$ cat config.mk
export PLATFORM = sky130hd
export DESIGN_NAME = line_segment_window_clipper_unit
export DESIGN_NICKNAME = d
export VERILOG_FILES = /design/src/hw/rtl/lswc_pkg.sv /design/src/hw/rtl/lswc_front.sv /design/src/hw/rtl/lswc_queue.sv /design/src/hw/rtl/lswc_engine.sv /design/src/hw/rtl/line_segment_window_clipper_unit.sv
export SDC_FILE = /design/constraint.sdc
export NUM_CORES = 2
export LEC_CHECK = 0
export BUFFER_PORTS_ARGS = -buffer_cell sky130_fd_sc_hd__buf_2
export CAP_MARGIN = 10
export CORE_MARGIN = 2
export CORE_UTILIZATION = 35
export DETAILED_ROUTE_END_ITERATION = 16
export GPL_TIMING_DRIVEN = 0
export PLACE_DENSITY = 0.51
export SYNTH_ARGS = -nofsm -noshare
export SYNTH_HDL_FRONTEND = slang
export SYNTH_SLANG_ARGS = --single-unit
$ cat constraint.sdc
create_clock -name clk -period 26.5 [get_ports clk]
set_input_delay 1.325 -clock clk [delete_from_list [all_inputs] [get_ports clk]]
set_output_delay 1.325 -clock clk [all_outputs]
set_load 0.02 [all_outputs]
$ cat src/hw/rtl/lswc_pkg.sv
package lswc_pkg;

  // widest coordinate the package helpers handle
  localparam int CoordMax = 32;

  // clip steps before a segment is given up
  localparam int IterLimit = 8;

  // outcode bits
  localparam logic [3:0] CodeAbove = 4'd1;
  localparam logic [3:0] CodeBelow = 4'd2;
  localparam logic [3:0] CodeRight = 4'd4;
  localparam logic [3:0] CodeLeft  = 4'd8;

  // register indexes of the configuration port
  typedef enum logic [1:0] {
    REG_LEFT   = 2'd0,
    REG_RIGHT  = 2'd1,
    REG_BOTTOM = 2'd2,
    REG_TOP    = 2'd3
  } reg_index_t;

  // window classification of one point; points on an edge are inside
  function automatic logic [3:0] outcode(
    input logic signed [CoordMax-1:0] x,
    input logic signed [CoordMax-1:0] y,
    input logic signed [CoordMax-1:0] lft,
    input logic signed [CoordMax-1:0] rgt,
    input logic signed [CoordMax-1:0] bot,
    input logic signed [CoordMax-1:0] tp
  );
    logic [3:0] c;
    c = 4'd0;
    if (x < lft) c = c | CodeLeft;
    if (x > rgt) c = c | CodeRight;
    if (y < bot) c = c | CodeBelow;
    if (y > tp)  c = c | CodeAbove;
    return c;
  endfunction

endpackage

$ cat src/hw/rtl/lswc_front.sv
module lswc_front #(
  parameter int COORD_WIDTH = 16
) (
  input  logic                          clk,
  input  logic                          rst,
  input  logic                          in_valid,
  output logic                          in_ready,
  input  logic signed [COORD_WIDTH-1:0] start_x,
  input  logic signed [COORD_WIDTH-1:0] start_y,
  input  logic signed [COORD_WIDTH-1:0] end_x,
  input  logic signed [COORD_WIDTH-1:0] end_y,
  input  logic signed [COORD_WIDTH-1:0] left_edge,
  input  logic signed [COORD_WIDTH-1:0] right_edge,
  input  logic signed [COORD_WIDTH-1:0] bottom_edge,
  input  logic signed [COORD_WIDTH-1:0] top_edge,
  output logic                          push_valid,
  input  logic                          push_ready,
  output logic [4*COORD_WIDTH+7:0]      push_data
);
  import lswc_pkg::*;

  logic                     vld;
  logic [4*COORD_WIDTH+7:0] data;
  logic [3:0]               c0;
  logic [3:0]               c1;

  assign in_ready   = !vld || push_ready;
  assign push_valid = vld;
  assign push_data  = data;

  always_comb begin
    c0 = outcode(CoordMax'(start_x), CoordMax'(start_y), CoordMax'(left_edge),
                 CoordMax'(right_edge), CoordMax'(bottom_edge), CoordMax'(top_edge));
    c1 = outcode(CoordMax'(end_x), CoordMax'(end_y), CoordMax'(left_edge),
                 CoordMax'(right_edge), CoordMax'(bottom_edge), CoordMax'(top_edge));
  end

  always_ff @(posedge clk) begin
    if (rst) begin
      vld <= 1'b0;
    end else if (in_ready) begin
      vld <= in_valid;
    end
    if (in_valid && in_ready) begin
      data <= {start_x, start_y, end_x, end_y, c0, c1};
    end
  end

endmodule

$ cat src/hw/rtl/lswc_queue.sv
module lswc_queue #(
  parameter int DATA_WIDTH = 72
) (
  input  logic                  clk,
  input  logic                  rst,
  input  logic                  wr_valid,
  output logic                  wr_ready,
  input  logic [DATA_WIDTH-1:0] wr_data,
  output logic                  rd_valid,
  input  logic                  rd_ready,
  output logic [DATA_WIDTH-1:0] rd_data
);

  logic [DATA_WIDTH-1:0] mem [2];
  logic                  wr_ptr;
  logic                  rd_ptr;
  logic [1:0]            count;
  logic                  push;
  logic                  pop;

  assign wr_ready = count != 2'd2;
  assign rd_valid = count != 2'd0;
  assign rd_data  = mem[rd_ptr];
  assign push     = wr_valid && wr_ready;
  assign pop      = rd_valid && rd_ready;

  always_ff @(posedge clk) begin
    if (rst) begin
      wr_ptr <= 1'b0;
      rd_ptr <= 1'b0;
      count  <= 2'd0;
    end else begin
      if (push) wr_ptr <= !wr_ptr;
      if (pop)  rd_ptr <= !rd_ptr;
      count <= count + {1'b0, push} - {1'b0, pop};
    end
    if (push) begin
      mem[wr_ptr] <= wr_data;
    end
  end

endmodule

$ cat src/hw/rtl/lswc_engine.sv
module lswc_engine #(
  parameter int COORD_WIDTH = 16
) (
  input  logic                          clk,
  input  logic                          rst,
  input  logic signed [COORD_WIDTH-1:0] left_edge,
  input  logic signed [COORD_WIDTH-1:0] right_edge,
  input  logic signed [COORD_WIDTH-1:0] bottom_edge,
  input  logic signed [COORD_WIDTH-1:0] top_edge,
  input  logic                          pop_valid,
  output logic                          pop_ready,
  input  logic [4*COORD_WIDTH+7:0]      pop_data,
  output logic                          res_valid,
  input  logic                          res_ready,
  output logic                          res_visible,
  output logic signed [COORD_WIDTH-1:0] res_start_x,
  output logic signed [COORD_WIDTH-1:0] res_start_y,
  output logic signed [COORD_WIDTH-1:0] res_end_x,
  output logic signed [COORD_WIDTH-1:0] res_end_y
);
  import lswc_pkg::*;

  localparam int W  = COORD_WIDTH;
  localparam int PW = 2 * W + 2;
  localparam int CW = $clog2(W + 2);

  typedef enum logic [5:0] {
    S_IDLE   = 6'b000001,
    S_DECIDE = 6'b000010,
    S_MUL    = 6'b000100,
    S_DIV    = 6'b001000,
    S_UPDATE = 6'b010000,
    S_DONE   = 6'b100000
  } state_t;

  state_t state;
  state_t state_next;

  logic signed [W-1:0] x0, y0, x1, y1;
  logic [3:0]          c0, c1;
  logic [3:0]          iter;
  logic                vis;
  logic                move_start;
  logic                fix_y;
  logic                neg;
  logic                db_zero;
  logic signed [W-1:0] a0;
  logic signed [W-1:0] edge_val;
  logic [W:0]          mag_da, mag_de, mag_db;
  logic [W:0]          rem;
  logic [W:0]          quo;
  logic [CW-1:0]       cnt;

  // decide-step selection
  logic [3:0]          c_sel;
  logic signed [W:0]   sa0, sa1, sb0, sb1, sed;
  logic signed [W:0]   da, de, db;
  logic signed [W-1:0] e_sel;
  logic                fy_sel;
  // divider step
  logic [W+1:0]        rem_sh;
  logic                q_bit;
  // update step
  logic signed [W+1:0] res_full;
  logic signed [W-1:0] res_val;
  logic signed [W-1:0] px, py;
  logic [3:0]          c_new;

  assign pop_ready   = state == S_IDLE;
  assign res_valid   = state == S_DONE;
  assign res_visible = vis;
  assign res_start_x = vis ? x0 : '0;
  assign res_start_y = vis ? y0 : '0;
  assign res_end_x   = vis ? x1 : '0;
  assign res_end_y   = vis ? y1 : '0;

  always_comb begin
    c_sel = (c0 != 4'd0) ? c0 : c1;
    if ((c_sel & CodeAbove) != 4'd0 || (c_sel & CodeBelow) != 4'd0) begin
      sa0    = x0;
      sa1    = x1;
      sb0    = y0;
      sb1    = y1;
      e_sel  = ((c_sel & CodeAbove) != 4'd0) ? top_edge : bottom_edge;
      fy_sel = 1'b1;
    end else begin
      sa0    = y0;
      sa1    = y1;
      sb0    = x0;
      sb1    = x1;
      e_sel  = ((c_sel & CodeRight) != 4'd0) ? right_edge : left_edge;
      fy_sel = 1'b0;
    end
    sed = e_sel;
    da  = sa1 - sa0;
    de  = sed - sb0;
    db  = sb1 - sb0;
  end

  // restoring divider: rem starts as the product's upper half, quo shifts
  // out the lower half and shifts in quotient bits
  always_comb begin
    rem_sh = {rem, quo[W]};
    q_bit  = rem_sh >= {1'b0, mag_db};
  end

  always_comb begin
    res_full = neg ? (W + 2)'(a0) - signed'({1'b0, quo}) : (W + 2)'(a0) + signed'({1'b0, quo});
    res_val  = db_zero ? a0 : res_full[W-1:0];
    px       = fix_y ? res_val : edge_val;
    py       = fix_y ? edge_val : res_val;
    c_new    = outcode(CoordMax'(px), CoordMax'(py), CoordMax'(left_edge),
                       CoordMax'(right_edge), CoordMax'(bottom_edge), CoordMax'(top_edge));
  end

  always_comb begin
    state_next = state;
    case (state)
      S_IDLE:   if (pop_valid) state_next = S_DECIDE;
      S_DECIDE: begin
        if ((c0 | c1) == 4'd0 || (c0 & c1) != 4'd0 || iter == 4'(IterLimit)) begin
          state_next = S_DONE;
        end else begin
          state_next = S_MUL;
        end
      end
      S_MUL:    state_next = S_DIV;
      S_DIV:    if (cnt == CW'(W)) state_next = S_UPDATE;
      S_UPDATE: state_next = S_DECIDE;
      S_DONE:   if (res_ready) state_next = S_IDLE;
      default:  state_next = S_IDLE;
    endcase
  end

  always_ff @(posedge clk) begin
    if (rst) begin
      state <= S_IDLE;
    end else begin
      state <= state_next;
    end
    case (state)
      S_IDLE: begin
        {x0, y0, x1, y1, c0, c1} <= pop_data;
        iter <= 4'd0;
      end
      S_DECIDE: begin
        vis        <= (c0 | c1) == 4'd0;
        move_start <= c0 != 4'd0;
        fix_y      <= fy_sel;
        edge_val   <= e_sel;
        a0         <= sa0[W-1:0];
        mag_da     <= da[W] ? -da : da;
        mag_de     <= de[W] ? -de : de;
        mag_db     <= db[W] ? -db : db;
        db_zero    <= db == '0;
        neg        <= (da[W] ^ de[W] ^ db[W]) && da != '0 && de != '0;
      end
      S_MUL: begin
        // product lands straight in the divider
        {rem, quo} <= PW'(mag_da) * PW'(mag_de);
        cnt        <= '0;
      end
      S_DIV: begin
        rem <= q_bit ? (W + 1)'(rem_sh - {1'b0, mag_db}) : rem_sh[W:0];
        quo <= {quo[W-1:0], q_bit};
        cnt <= cnt + 1'b1;
      end
      S_UPDATE: begin
        iter <= iter + 4'd1;
        if (move_start) begin
          x0 <= px;
          y0 <= py;
          c0 <= c_new;
        end else begin
          x1 <= px;
          y1 <= py;
          c1 <= c_new;
        end
      end
      default: ;
    endcase
  end

endmodule

$ cat src/hw/rtl/line_segment_window_clipper_unit.sv
// line segment window clipper
//
// input channel in_valid / in_ready moves one word: a segment given by
// start_x, start_y, end_x, end_y. output channel out_valid / out_ready moves
// one word per segment: visible plus the clipped endpoints (all zero when
// the segment is rejected). the clip window sits in four registers written
// through cfg_valid / cfg_ready / cfg_index / cfg_data (0 left, 1 right,
// 2 bottom, 3 top); write them only while no segment is in flight.
//
// a front stage classifies each endpoint against the window, a two-entry
// queue decouples it from the clip engine, and an output register holds the
// finished word. each clip step (at most 8 per segment) in the engine is
// decide, one multiply, a restoring divider giving one quotient bit per
// cycle, and an update. the engine clips one segment at a time, so its
// divider sets the rate. reset empties the queue and output and restores
// the window to 100..500 on both axes. when the receiver stalls the output
// register holds its word and the queue fills, then in_ready drops.
module line_segment_window_clipper_unit #(
  parameter int COORD_WIDTH = 16
) (
  input  logic                          clk,
  input  logic                          rst,
  input  logic                          cfg_valid,
  output logic                          cfg_ready,
  input  logic [1:0]                    cfg_index,
  input  logic [COORD_WIDTH-1:0]        cfg_data,
  input  logic                          in_valid,
  output logic                          in_ready,
  input  logic signed [COORD_WIDTH-1:0] start_x,
  input  logic signed [COORD_WIDTH-1:0] start_y,
  input  logic signed [COORD_WIDTH-1:0] end_x,
  input  logic signed [COORD_WIDTH-1:0] end_y,
  output logic                          out_valid,
  input  logic                          out_ready,
  output logic                          visible,
  output logic signed [COORD_WIDTH-1:0] clip_start_x,
  output logic signed [COORD_WIDTH-1:0] clip_start_y,
  output logic signed [COORD_WIDTH-1:0] clip_end_x,
  output logic signed [COORD_WIDTH-1:0] clip_end_y
);
  import lswc_pkg::*;

  localparam int QW = 4 * COORD_WIDTH + 8;

  // window registers
  logic signed [COORD_WIDTH-1:0] left_edge;
  logic signed [COORD_WIDTH-1:0] right_edge;
  logic signed [COORD_WIDTH-1:0] bottom_edge;
  logic signed [COORD_WIDTH-1:0] top_edge;

  logic          push_valid, push_ready;
  logic [QW-1:0] push_data;
  logic          pop_valid, pop_ready;
  logic [QW-1:0] pop_data;

  logic                          res_valid, res_ready, res_visible;
  logic signed [COORD_WIDTH-1:0] res_start_x, res_start_y, res_end_x, res_end_y;

  assign cfg_ready = 1'b1;

  always_ff @(posedge clk) begin
    if (rst) begin
      left_edge   <= COORD_WIDTH'(100);
      right_edge  <= COORD_WIDTH'(500);
      bottom_edge <= COORD_WIDTH'(100);
      top_edge    <= COORD_WIDTH'(500);
    end else if (cfg_valid) begin
      case (reg_index_t'(cfg_index))
        REG_LEFT:   left_edge   <= cfg_data;
        REG_RIGHT:  right_edge  <= cfg_data;
        REG_BOTTOM: bottom_edge <= cfg_data;
        REG_TOP:    top_edge    <= cfg_data;
        default: ;
      endcase
    end
  end

  // front: endpoint classification
  lswc_front #(.COORD_WIDTH(COORD_WIDTH)) u_front (
    .clk, .rst, .in_valid, .in_ready,
    .start_x, .start_y, .end_x, .end_y,
    .left_edge, .right_edge, .bottom_edge, .top_edge,
    .push_valid, .push_ready, .push_data
  );

  // queue between classification and clipping
  lswc_queue #(.DATA_WIDTH(QW)) u_queue (
    .clk, .rst,
    .wr_valid(push_valid), .wr_ready(push_ready), .wr_data(push_data),
    .rd_valid(pop_valid), .rd_ready(pop_ready), .rd_data(pop_data)
  );

  // back: iterative clip engine
  lswc_engine #(.COORD_WIDTH(COORD_WIDTH)) u_engine (
    .clk, .rst,
    .left_edge, .right_edge, .bottom_edge, .top_edge,
    .pop_valid, .pop_ready, .pop_data,
    .res_valid, .res_ready, .res_visible,
    .res_start_x, .res_start_y, .res_end_x, .res_end_y
  );

  // output register: takes a new word when empty or being drained
  assign res_ready = !out_valid || out_ready;

  always_ff @(posedge clk) begin
    if (rst) begin
      out_valid <= 1'b0;
    end else if (res_ready) begin
      out_valid <= res_valid;
    end
    if (res_valid && res_ready) begin
      visible      <= res_visible;
      clip_start_x <= res_start_x;
      clip_start_y <= res_start_y;
      clip_end_x   <= res_end_x;
      clip_end_y   <= res_end_y;
    end
  end

endmodule
==> metrics <==
worst skew pair latency=0.63 ns; clock-pin slew on the worst setup and hold paths=0.06 ns; Yosys reg bits=561; Die Y-Extent=344 µm; max-cap violations=0; crit-path max FO=10; initial antenna violation count=2; most frequent cells in the layout=nand2_1, edfxtp_1, inv_1; Net Count, Synth=4,661; Final #Nets=4,910; fmax=130 MHz; Total GRT Usage=0.224; Max Slew Vio Count=0; Tmin final=7.67 ns; TritonCTS clock tree=built; Cell Rows=124; Async SR Flop Fraction=0; largest net degree at the start of global routing=58; CTS root buf=clkbuf_16; area of the multi-input gates=0.0222 mm²; Detail Route Antenna Nets=0; Cell variety after synth=81; clock skew=0.0399 ns; top_reg_cell synth=edfxtp_1; GRT Residual Overflow=0; Final Hold Viols=0; Worst slew margin=0.222; vias in the first global route=29,500; status=finished clean; Post-CTS Setup Inserts=0; # setup viols final=0; synthesized instance count=3,958; number of synthesized flops with an enable pin=484; Post-CTS Resized=0; GP Congestion=0.983; PortBufs=152; Die W=344 µm; initial drt markers=2,133; Synth Warn #=0; post-synthesis cell area=0.0404 mm²; crit path DAT=8.00 ns; routed wire length=132,000 µm; ratio of routed vias to standard cells=5.12; Post-DP HPWL=108,000 µm; WL/cell=22.8 µm; CTS Hold Bufs=0; most frequent CP cell=fa_1; synthesis-to-finish area growth=13.1%; via count=29,600; sequential-to-total area share from yosys stat=0.398; kind of critical path=reg2reg; CP Cell Sequence=clkbuf_1, nand2_1, fa_1, fa_1, inv_1, fa_1, fa_1, fa_1, inv_1, fa_1, inv_1, ha_1, and3_1, and3_1, a32o_1, a221oi_1, nor2b_1, o21ai_0, nor3_1, nor3_1, xnor2_1, a21oi_1; total CTS buffers=68; num ports=155; Starting Density=0.353; Worst Tran Pin Value=1.17 ns; Worst Hold Class=reg2reg; Worst EP required=26.82 ns; Avg Inst Size Synth=10.2 µm²; core area=0.114 mm²; CTS Buffer Depth=3; final sum of negative setup slack=0 ns; CP startpoint kind=register; share of post-route cells with drive strength above 1=0.0781; DRC viols=0; Final period util=0.290; first drt pass iteration count=8; Slowest-stage cell, CP=edfxtp_1; Die ar.=0.118 mm²; clock tree sinks=561; storage element area=0.0161 mm²; first-pass GRT wire length=194,000 µm; Crit path largest cell delay=0.73 ns; crit path capture type=register; number of fill cells=11,400; RSZ-0062 raised after global routing=no; most common cell after layout, fill and taps aside=nand2_1; H-tree Lvls=3
area by class of cell:
cell class,count,area share
Multi-Input combinational cell,2822,0.486
Sequential cell,561,0.352
Clock buffer,96,0.0416
Tap cell,1512,0.0414
Inverter,432,0.0355
Timing Repair Buffer,179,0.0247
Buffer,143,0.0121
Clock inverter,29,0.00633
Antenna cell,1,0.0000548
worst paths after layout:
kind / from / endpoint / slack [ns] / cells after the start
max: u_engine.mag_da[10] / u_engine.rem[16] / 18.83 / 22
max reg2reg: u_engine.mag_da[10] / u_engine.rem[16] / 18.83 / 22
min: u_front.push_data[9] / u_queue.mem[1][9] / 0.44 / 0
min reg2reg: u_front.push_data[9] / u_queue.mem[1][9] / 0.44 / 0
layer usage:
metal	global-route usage	vias to the layer above	share of wire	wire length [µm]
met3	0.0244	221	0.046	6080
li1	-	14100	-	-
met5	0	-	0	0
met1	0.292	14400	0.43	57100
met4	0.0886	0	0.041	5420
met2	0.382	780	0.48	63300
worst max-delay path, delay by kind of cell, from the launching register on:
family	cells	cell delay [ns]
buffers and inverters	4	0.81
AO/OA/AOI/OAI	4	1.28
AND/OR/NAND/NOR	6	0.93
flip-flops	1	0.73
XOR/XNOR	1	0.20
adder cells (fa/ha/maj)	7	3.41
sequential cells by signal, summed over array words and instances, names as in the netlist, 17 cells and up, named ones only:
signal and count:
u_engine.mag_db 17, u_engine.mag_de 17, u_queue.mem 144, u_front.push_data 72
u_engine.mag_da 17, u_engine.quo 17, u_engine.rem 17
kinds of logic after synthesis:
family / Yosys count / share of synthesized area
AO/OA/AOI/OAI: 715 / 0.110
XOR/XNOR: 151 / 0.0327
adder cells (fa/ha/maj): 616 / 0.233
buffers and inverters: 575 / 0.0538
flip-flops: 561 / 0.398
multiplexers: 108 / 0.0272
other: 1 / 0.0000928
AND/OR/NAND/NOR: 1231 / 0.145
synth_stat cells (all sizes together) (39+ instances only):
master  instances  area share
fa            229        0.11
clkbuf        130       0.012
o21ai         138       0.017
a21o           54       0.010
xor2           50       0.011
o21a           48      0.0090
mux2i          94       0.023
a211oi         54       0.010
nand2b         39      0.0060
ha            387        0.12
edfxtp        484        0.36
dfxtp          77       0.038
nor2          199       0.018
and2          196       0.030
xnor2         101       0.022
a21oi         266       0.033
nand2         539       0.050
nor2b          70       0.011
inv           432       0.040
per-stage QoR:
stage | hold slack (ns) | setup slack [ns] | util | cell area [µm²] | cells
6_report | 0.441 | 18.83 | 0.399 | 45700 | 5775
2_1_floorplan | 0.421 | 16.62 | - | 40400 | 3958
3_3_place_gp | 0.422 | 10.83 | 0.376 | 43000 | 5622
3_5_place_dp | 0.430 | 18.81 | 0.380 | 43500 | 5648
4_1_cts | 0.441 | 18.76 | 0.399 | 45700 | 5773
5_1_grt | 0.443 | 18.43 | 0.399 | 45700 | 5774
Power is left out: the tool's default activity adds up to more than one toggle a clock period on the data nets, which glitch-free logic cannot reach.
